`src/hdl/prm_pkg.sv`:
```
// Shared constants, word types, state codes and the triangle base function.
package prm_pkg;

    localparam int MaxInd    = 256;
    localparam int IdxBits   = $clog2(MaxInd);
    localparam int CntBits   = IdxBits + 1;
    localparam int ValueBits = 32;
    localparam int TriSize   = MaxInd * (MaxInd + 1) / 2;
    localparam int AddrBits  = $clog2(TriSize);

    // Q2.(ValueBits-2) one
    localparam logic [ValueBits-1:0] OneFixed = {2'b01, {(ValueBits - 2){1'b0}}};

    localparam logic [1:0] OpAdd       = 2'd0;
    localparam logic [1:0] OpFounderWr = 2'd1;
    localparam logic [1:0] OpCommit    = 2'd2;
    localparam logic [1:0] OpRead      = 2'd3;

    localparam logic [1:0] StOk      = 2'd0;
    localparam logic [1:0] StFull    = 2'd1;
    localparam logic [1:0] StInvalid = 2'd2;

    typedef struct packed {
        logic [1:0]           operation;
        logic [CntBits-1:0]   sire;
        logic [CntBits-1:0]   dam;
        logic [IdxBits-1:0]   row_index;
        logic [IdxBits-1:0]   col_index;
        logic [ValueBits-1:0] coefficient;
    } prm_req_t;

    typedef struct packed {
        logic [ValueBits-1:0] coefficient_out;
        logic [IdxBits-1:0]   assigned_index;
        logic [1:0]           status;
    } prm_rsp_t;

    typedef struct packed {
        logic                 we;
        logic [AddrBits-1:0]  waddr;
        logic [ValueBits-1:0] wdata;
        logic [AddrBits-1:0]  raddr_a;
        logic [AddrBits-1:0]  raddr_b;
    } prm_mem_req_t;

    typedef struct packed {
        logic pass_pend;
        logic use_a;
        logic use_b;
        logic add_one;
    } prm_alu_ctl_t;

    typedef enum logic [3:0] {
        ST_IDLE,
        ST_DECODE,
        ST_BASE_S,
        ST_BASE_D,
        ST_ADD_COL,
        ST_ADD_DIAG,
        ST_COMMIT,
        ST_WAIT,
        ST_RD_ADDR,
        ST_RD_MEM,
        ST_RD_DATA,
        ST_FINISH
    } prm_state_t;

    // Start of row n in the packed lower triangle: n*(n+1)/2
    function automatic logic [AddrBits-1:0] tri_base(input logic [IdxBits-1:0] n);
        logic [2*CntBits-1:0] prod;
        prod = (2*CntBits)'(n) * ((2*CntBits)'(n) + 1'b1);
        return prod[AddrBits:1];
    endfunction

endpackage

```
`src/hdl/prm_alu.sv`:
```
// Shared halve-and-add unit, with a pass-through for committed founder values, for every value written to the store.
module prm_alu (
    input  prm_pkg::prm_alu_ctl_t         ctl,
    input  logic [prm_pkg::ValueBits-1:0] a,
    input  logic [prm_pkg::ValueBits-1:0] b,
    input  logic [prm_pkg::ValueBits-1:0] pend,
    output logic [prm_pkg::ValueBits-1:0] result
);

    logic [prm_pkg::ValueBits:0] term_a;
    logic [prm_pkg::ValueBits:0] term_b;
    logic [prm_pkg::ValueBits:0] term_c;
    logic [prm_pkg::ValueBits:0] sum;

    always_comb
    begin
        term_a = ctl.use_a   ? {2'b00, a[prm_pkg::ValueBits-1:1]} : '0;
        term_b = ctl.use_b   ? {2'b00, b[prm_pkg::ValueBits-1:1]} : '0;
        term_c = ctl.add_one ? {1'b0, prm_pkg::OneFixed} : '0;
        sum    = term_a + term_b + term_c;
        result = ctl.pass_pend ? pend : sum[prm_pkg::ValueBits-1:0];
    end

endmodule

```
`config.mk`:
```
export PLATFORM = sky130hd
export DESIGN_NAME = prm_alu
export DESIGN_NICKNAME = d
export VERILOG_FILES = /design/src/hdl/prm_pkg.sv /design/src/hdl/prm_alu.sv
export SDC_FILE = /design/constraint.sdc
export NUM_CORES = 1
export LEC_CHECK = 0
export BUFFER_PORTS_ARGS = -buffer_cell sky130_fd_sc_hd__buf_4
export CAP_MARGIN = 20
export CELL_PAD_IN_SITES_DETAIL_PLACEMENT = 1
export CELL_PAD_IN_SITES_GLOBAL_PLACEMENT = 2
export CORE_UTILIZATION = 26
export DETAILED_ROUTE_END_ITERATION = 8
export PLACE_DENSITY = 0.81
export SLEW_MARGIN = 20
export SYNTH_ARGS = -nofsm -noshare
export SYNTH_HDL_FRONTEND = slang
export SYNTH_SLANG_ARGS = --single-unit
```
`constraint.sdc`:
```
create_clock -name vclk -period 5
set_input_delay 1 -clock vclk [all_inputs]
set_output_delay 1 -clock vclk [all_outputs]
set_load 0.005 [all_outputs]
```
After elaboration in Yosys (flattened, before gate mapping)
Cells that the tools add are included.
{"block": "totals", "reg_bits": 0, "in_bits": 100, "out_inout_bits": 32, "wordCells": 6}
{"block": "classes", "n_addsub": 2, "n_mux": 4}
{"operator": "$mux 31", "count": 3}
{"operator": "$add 31x31->32", "count": 1}
{"operator": "$add 32x31->32", "count": 1}
{"operator": "$mux 32", "count": 1}

Longest topological paths before layout
Gate-level depths: netlist (run 1).
{"block": "logic_depth", "ltp_word": 4, "mapped_depth": 12, "ltp_nobuf": 11}

Worst setup path after synthesis (run 1)
No wires, ideal clock.
{"block": "synth_path", "kind": "in2out", "start": "input ctl[2] in the netlist's numbering", "end": "output result[20] in the netlist's numbering", "arrival_time_ns": 3.416, "required_ns": 4.000, "path_slack_ns": 0.584, "path_stages": 10, "n_path_buf": 1, "path_cell_list": "clkbuf_1 and2_1 ha_1 ha_1 and2_4 a221oi_4 a21oi_2 or3_4 a2111o_1 o221a_2"}
{"block": "synth_between", "elab_chain_cells": 4}
{"item": "start: declaration", "line": "prm_alu.sv:3", "rtl": "input prm_pkg::prm_alu_ctl_t ctl,"}
{"item": "$mux 31", "line": "prm_alu.sv:17", "rtl": "term_a = ctl.use_a ? {2'b00, a[prm_pkg::ValueBits-1:1]} : '0;"}
{"item": "$add 31x31->32", "line": "prm_alu.sv:20", "rtl": "sum = term_a + term_b + term_c;"}
{"item": "$add 32x31->32", "line": "prm_alu.sv:20"}
{"item": "$mux 32", "line": "prm_alu.sv:21", "rtl": "result = ctl.pass_pend ? pend : sum[prm_pkg::ValueBits-1:0];"}
{"item": "end: declaration", "line": "prm_alu.sv:7", "rtl": "output logic [prm_pkg::ValueBits-1:0] result"}
Every way passes these cells.

Worst setup path in the final report (run 1)
{"block": "layout_path", "start": "input ctl[2] in the netlist's numbering", "end": "output result[24] in the netlist's numbering"}
The elaborated chain is that of the path after synthesis.

==> results of run 1 <==
[path summary, 6_finish.rpt]
path  cells after the start  startpoint    endpoint
max                      12      ctl[2]  result[24]
min                       3     pend[6]   result[6]
[routing by layer]
metal	GRT usage	vias to the layer above
met5	0	-
met2	0.3646	80
met3	0.003749	10
met1	0.2554	1960
li1	-	2019
met4	0.01404	0
[critical path, stage by stage]
cell and delay [ns]:
buf_4 0.15, buf_4 0.17, and2_1 0.14, ha_1 0.30, ha_1 0.38, a21oi_2 0.22
o211ai_1 0.16, and2_1 0.22, o311ai_0 0.60, a21oi_1 0.13, a311oi_1 0.29, buf_4 0.16
[power groups by stage]
stage                     combinational, uW  sequential (uW)  clock, uW
after global routing                    452                0          0
after global placement                  395                0          0
after CTS                               407                0          0
after detailed placement                404                0          0
final                                   406                0          0
after floorplan                         218                0          0
[cells in the final DEF (no fill, tap or decap), types with 4 or more instances in the layout]
master    synthesis  final
a211oi_1          7      5
a21o_1            6      6
a21oi_1          34     33
a311oi_1          4      4
a31oi_1           5      5
and2_1           67     67
buf_4             0    153
ha_1             60     60
inv_1            16     16
nand2_1          46     46
nand2b_1          4      4
nand3_1          16     16
nand4_1           9      9
nor2_1           31     31
nor3_1           16     15
nor3b_1           7      6
nor4_1            4      4
o211ai_1          8      8
o21a_1            5      5
o21ai_0          30     29
o31ai_1           8      8
xnor2_1           4      4
xor2_1            5      5
[repair_timing]
action | in CTS | in global routing
gates resized for setup | 0 | 12
buffers inserted | 0 | 2
endpoints found under the setup margin | 0 | 6
[per-stage QoR]
stage	instances	worst slack, ns	cell area, um2
3_3_place_gp	749	0.1199	4452
4_1_cts	749	0.002964	4452
5_1_grt	751	-0.005830	4513
2_1_floorplan	475	0.5841	3199
3_5_place_dp	749	0.04294	4452
6_report	751	0.06802	4513
[cells by family (layout without fill, tap and decap cells)]
family,count (synthesis),after routing,share of synthesized area
mux,2,2,0.007039
xor+xnor,9,9,0.02464
fa+ha+maj,62,62,0.2472
compound gates,142,142,0.3070
buf+inv,43,172,0.05280
simple gates,217,217,0.3614
[cell type report]
type	count	area, um2	share of cell area
inverter	17	63.81	0.01414
multi-input combinational	432	3077	0.6817
tap	147	183.9	0.04075
timing repair buffer	155	1189	0.2634
==> flow_summary.toml, run 1 <==
[timing]
slew_headroom = 0.5719
period_share = 0.9864
final.min_clock_period_ns = 4.932
report.final.slew_viol_count = 0
max_freq_mhz = 202.8
worstMarginPinSlew_ns = 0.6341
setup_violations = 0
finalHoldViolCount = 0
whs_ns = 2.273
tns_ns = 0

[cells_and_area]
drive_gt1_frac = 0.2881
utilization = 0.3757
n_fill_cell = 1549
design.seq.count = 0
antenna_cells = 0
nClkBuffers = 0
finalNetCount = 768
synthToLayoutAreaGrowth_pct = 41.06
regArea_um2 = 0

[status]
status = "finished, final reports clean"

[pwr]
power.share.sequential = 0
power.density_nw_per_um2 = 89.87
p_leak_uw = 0.002121
clockPowerShare = 0
p_int_uw = 202.7
p_sw_uw = 202.9
ir_drop_uv = 39.66
p_comb_frac = 1.000
finalPower_uw = 405.6
swShare = 0.5003

[drt]
ant_nets = 0
drtIter0Drc = 116
wl_per_cell_um = 16.55
routed_wl_um = 12430
dr_wl_met2_um = 6359
top_layer = "met4"
via_per_inst = 5.418
wl_met1_um = 5629
firstDrtPassIters = 4
wl_met3_um = 309
drc_errors = 0
num_vias = 4069

[yosys]
syn_avg_cell_area_um2 = 6.735
yosys.area.top_type = "ha_1"
synth_cell_type_count = 60
syn_nets = 637
synth_top_area_share = 0.2346
yosysWarnings = 0
ys_top_cells_by_count = "and2_1 (67), ha_1 (60), nand2_1 (46), a21oi_1 (34), nor2_1 (31)"
yosysSeqAreaShare = 0
syn_inst = 475
netlist_area_um2 = 3199
yosysMostFrequentCell = "and2_1"
synthTopCellsByArea = "ha_1 (23%), and2_1 (13%), nand2_1 (5.4%), a21oi_1 (5.3%), o21ai_0 (4.7%)"

[placement]
place.gp.congestion = 0.8356
dp_hpwl_um = 10510
portBuffers = 130

[critical_path]
critPathMaxFanout = 11
cp-end-kind = "primary output"
crit_arrival_ns = 3.93
critPathRequiredTime_ns = 4.00
critical_path_class = "in -> out"
cp-start-kind = "input port"

[floorplanning]
fp.dieW_um = 112.9
rows = 40
initial_core_util = 0.2664
dieArea_um2 = 12750
core_um2 = 12010
die_y_um = 112.9
ios = 132

[global_routing]
grt.overflow.total = 0
grt_pass1_vias = 4176
grt_pass1_wl_um = 20530
grt_antenna_before_repair = 0
grt_util_all_layers = 0.1933
grt_max_degree = 64

[run]
drv_cap = 0

[min_path]
hp-class = "in -> out"

[cts]
cts_hold_buf = 0
Note: power is estimated with default switching activity, not from simulation.
==> inputs of run 2 (changes only) <==
--- a/config.mk
+++ b/config.mk
@@ -11,7 +11,7 @@
 export CELL_PAD_IN_SITES_GLOBAL_PLACEMENT = 2
 export CORE_UTILIZATION = 26
 export DETAILED_ROUTE_END_ITERATION = 8
-export PLACE_DENSITY = 0.81
+export PLACE_DENSITY_LB_ADDON = 0.1
 export SLEW_MARGIN = 20
 export SYNTH_ARGS = -nofsm -noshare
 export SYNTH_HDL_FRONTEND = slang
==> run 2 against run 1 <==
  * Critical path depth is the same
  * Worst setup slack gained 0.13 ns
  * Via count shrank 0.98%
  * Non-clock buffer count grew 1
  * Sequential cell count is the same
  * Die area is the same
  * Global-route usage shrank 0.48 points
  * First-iteration DRC count shrank 35%
  * Maximum frequency grew 2.7%
  * Combinational power is essentially flat
  * Hold slack gained 0.0043 ns
  * Critical path type unchanged
  * Largest cell class unchanged
==> flow_summary.toml, run 2 (synthesis results as in run 1) <==
[status]
status = "finished, final reports clean"

[timing]
final.min_clock_period_ns = 4.802
slew_headroom = 0.5651
report.final.slew_viol_count = 0
max_freq_mhz = 208.2
finalHoldViolCount = 0
setup_slack_ns = 0.1975
whs_ns = 2.277
period_share = 0.9605
worstMarginPinSlew_ns = 0.6524
rsz0062_at_grt = "false"
setup_violations = 0

[cells_and_area]
final_cell_mix = "buf_4 (154), and2_1 (67), ha_1 (60)"
synthToLayoutAreaGrowth_pct = 40.59
drive_gt1_frac = 0.2860
design.seq.count = 0
final_common_cell = "buf_4"
antenna_cells = 0
stdcell_area_um2 = 4498
regArea_um2 = 0
n_fill_cell = 1563
nClkBuffers = 0
finalNetCount = 769
multiInputGateArea_um2 = 3072

[global_routing]
grt_util_all_layers = 0.1885
grt.overflow.total = 0
grt_antenna_before_repair = 0
grt_pass1_vias = 3957
grt_pass1_wl_um = 19730
grt_max_degree = 64

[critical_path]
crit_slowest_cell = "o21ai_0"
crit_arrival_ns = 3.80
cp-start-kind = "input port"
critPathMaxFanout = 31
critPathRequiredTime_ns = 4.00
worstPathCellList = "buf_6 -> and2_1 -> ha_1 -> ha_1 -> buf_4 -> nand2_1 -> o21ai_0 -> a2111oi_0 -> a211oi_1 -> a2111oi_2 -> nor3b_1 -> buf_4"
worst-path-buf-inv = 3
critical-path-top-delay-family = "compound AO/OA/AOI/OAI gates"
cp_slowest_stage_delay_ns = 0.45
cp-end-kind = "primary output"
critical_path_class = "in -> out"

[drt]
wl_per_cell_um = 16.56
via_per_inst = 5.358
firstDrtPassIters = 6
ant_nets = 0
drc_errors = 0
num_vias = 4029
drtIter0Drc = 75
routed_wl_um = 12450

[run]
drv_cap = 0

[pwr]
p_leak_uw = 0.002150
ir_drop_uv = 31.28
finalPower_uw = 404.7
power.density_nw_per_um2 = 89.97

[placement]
place.gp.congestion = 0.8027
place_ws_ns = 0.02299
placed_area_um2 = 4442
portBuffers = 130
dp_hpwl_um = 10390

[floorplanning]
rows = 40
ios = 132
fp.dieW_um = 112.9
initial_core_util = 0.2664
dieArea_um2 = 12750
core_um2 = 12010
die_y_um = 112.9

[min_path]
hp-class = "in -> out"
-- run 2: changes by cell type in the layout (fill, tap and decap cells not counted), sizes merged --
| cell | before | now |
|---|---|---|
| buf | 155 | 156 |
-- run 2: metal layers --
| layer | wire length [um] | GRT usage | up-vias |
|---|---|---|---|
| li1 | - | - | 2025 |
| met1 | 6003 | 0.2628 | 1914 |
| met5 | 0 | 0 | - |
| met3 | 395 | 0.003214 | 2 |
| met2 | 6021 | 0.3428 | 88 |
| met4 | 33 | 0.004386 | 0 |
-- run 2: power breakdown --
| part | leakage (uW) | switching [uW] | internal [uW] | total [uW] |
|---|---|---|---|---|
| registers | 0 | 0 | 0 | 0 |
| clock network | 0 | 0 | 0 | 0 |
| logic | 0.00215 | 202 | 203 | 405 |
-- run 2: stage by stage --
step,util,TNS [ns],std cells
after floorplan,-,0,475
after global placement,0.3698,0,751
after detailed placement,0.3698,0,751
after CTS,0.3698,-0.005049,751
after global routing,0.3745,0,752
final,0.3745,0,752
-- run 2: cell type report --
class                           count  share of cell area
Multi-Input combinational cell    432              0.6829
Timing Repair Buffer              156              0.2620
Tap cell                          147             0.04089
Inverter                           17             0.01419
-- run 2: tightest hold or removal path, cell delays in order --
cell and delay, ns:
buf_4 0.08, a21o_1 0.10, buf_4 0.10
-- run 2: timing repair --
| action | 4_1_cts | 5_1_grt |
|---|---|---|
| hold buffers | 0 | 0 |
| setup endpoints to repair | 1 | 10 |
| pin swaps | 0 | 3 |
| buffers inserted | 0 | 1 |
| gates resized for setup | 0 | 11 |
-- run 2: final timing paths --
| kind | from | endpoint | slack, ns | cells past startpoint |
|---|---|---|---|---|
| worst max-delay path | ctl[2] | result[25] | 0.20 | 12 |
| worst min-delay path | pend[6] | result[6] | 2.28 | 3 |
==> inputs of run 3 (changes only) <==
--- a/config.mk
+++ b/config.mk
@@ -9,6 +9,7 @@
 export CAP_MARGIN = 20
 export CELL_PAD_IN_SITES_DETAIL_PLACEMENT = 1
 export CELL_PAD_IN_SITES_GLOBAL_PLACEMENT = 2
+export CORE_MARGIN = 2
 export CORE_UTILIZATION = 26
 export DETAILED_ROUTE_END_ITERATION = 8
 export PLACE_DENSITY_LB_ADDON = 0.1
==> run 3 against run 2 <==
  * First-iteration DRC count rose by 11%
  * Die area rose by 3.6%
  * Hold slack improved by 0.00067 ns
  * Sequential share of layout area did not move
  * Sequential cell count did not move
  * Critical path depth rose by 1
  * Final area barely moved
  * Routed wire length fell by 1.3%
  * Non-clock buffer count rose by 3
  * Final cell count rose by 0.53%
  * Highest routed layer unchanged
==> flow_summary.toml, run 3 (synthesis results as in run 1) <==
[status]
status = "finished, final reports clean"

[global_routing]
grt_util_all_layers = 0.1825
grt_antenna_before_repair = 0
grt.overflow.total = 0
grt_pass1_wl_um = 20070
grt_max_degree = 64
grt_pass1_vias = 4090

[cells_and_area]
final_cell_mix = "buf_4 (157), and2_1 (67), ha_1 (60)"
design.seq.count = 0
drive_gt1_frac = 0.2845
final_common_cell = "buf_4"
utilization = 0.3744
fin_cells = 756
finalNetCount = 772
nClkBuffers = 0
synthToLayoutAreaGrowth_pct = 40.56
regArea_um2 = 0

[floorplanning]
dieArea_um2 = 13210
die_y_um = 114.9
rows = 40
ios = 132
initial_core_util = 0.2664
fp.dieW_um = 114.9
core_um2 = 12010

[critical_path]
cp-end-kind = "primary output"
worstPathCellList = "buf_6 -> and2_1 -> ha_1 -> ha_1 -> inv_1 -> fa_1 -> nand2b_1 -> a21o_1 -> a31o_2 -> a311oi_4 -> a2111oi_1 -> nor3b_1 -> buf_4"
cp_slowest_stage_delay_ns = 0.37
crit_slowest_cell = "fa_1"
critical_path_class = "in -> out"
crit_arrival_ns = 3.86
cp_common_cell = "ha_1"
cp-start-kind = "input port"
critPathRequiredTime_ns = 4.00
critPathMaxFanout = 31

[timing]
period_share = 0.9711
max_freq_mhz = 206.0
report.final.slew_viol_count = 0
worstMarginPinSlew_ns = 0.6289
rsz0062_at_grt = "true"
final.min_clock_period_ns = 4.855
whs_ns = 2.278
setup_violations = 0
finalHoldViolCount = 0
slew_headroom = 0.5807
setup_slack_ns = 0.1446

[min_path]
holdPathStages = 4
hp-class = "in -> out"

[drt]
drtIter0Drc = 83
ant_nets = 0
num_vias = 3982
drc_errors = 0
via_per_inst = 5.267
firstDrtPassIters = 4
wl_per_cell_um = 16.26
routed_wl_um = 12290

[placement]
dp_hpwl_um = 10270
place.gp.congestion = 0.8171
placedCellCount = 754
portBuffers = 130
place_ws_ns = 0.007471

[run]
drv_cap = 0
==> run 3: final cells by class <==
| type | count | area [um2] |
|---|---|---|
| antenna | 1 | 2.502 |
| fill | 1533 | 7515 |
| inverter | 17 | 63.81 |
| multi-input combinational | 432 | 3045 |
| tap | 147 | 183.9 |
| timing repair buffer | 159 | 1201 |
==> run 3: routing by layer <==
| layer | GRT usage | up-vias | routed length, um | share of wire |
|---|---|---|---|---|
| met1 | 0.2657 | 1874 | 6164 | 0.50 |
| li1 | - | 2025 | - | - |
| met5 | 0 | - | 0 | 0 |
| met2 | 0.3196 | 81 | 5714 | 0.46 |
| met4 | 0.005622 | 0 | 39 | 0.0032 |
| met3 | 0.001581 | 2 | 372 | 0.030 |
==> run 3: what timing repair did <==
action / CTS / global route
buffers inserted: 1 / 0
hold buffers: 0 / 0
gates resized for setup: 3 / 5
hold endpoints to repair: 0 / 0
pin swaps: 2 / 2
setup endpoints to repair: 1 / 6
==> run 3: stage by stage <==
stage               cell area (um2)  TNS [ns]
finish                         4497         0
global route                   4494  -0.02660
CTS                            4481         0
detailed placement             4464         0
global placement               4464         0
floorplan                      3199         0
==> run 3: final timing paths <==
check	startpoint	slack, ns	end
worst max-delay path	ctl[2]	0.14	result[25]
worst min-delay path	pend[14]	2.28	result[14]
==> run 3: worst max-delay path, delay by kind of cell <==
kind,cells,cell delay [ns]
AOI/OAI and AO/OA,4,0.97
adders and majority gates,3,0.84
buffers and inverters,3,0.40
and+or+nand+nor,3,0.64
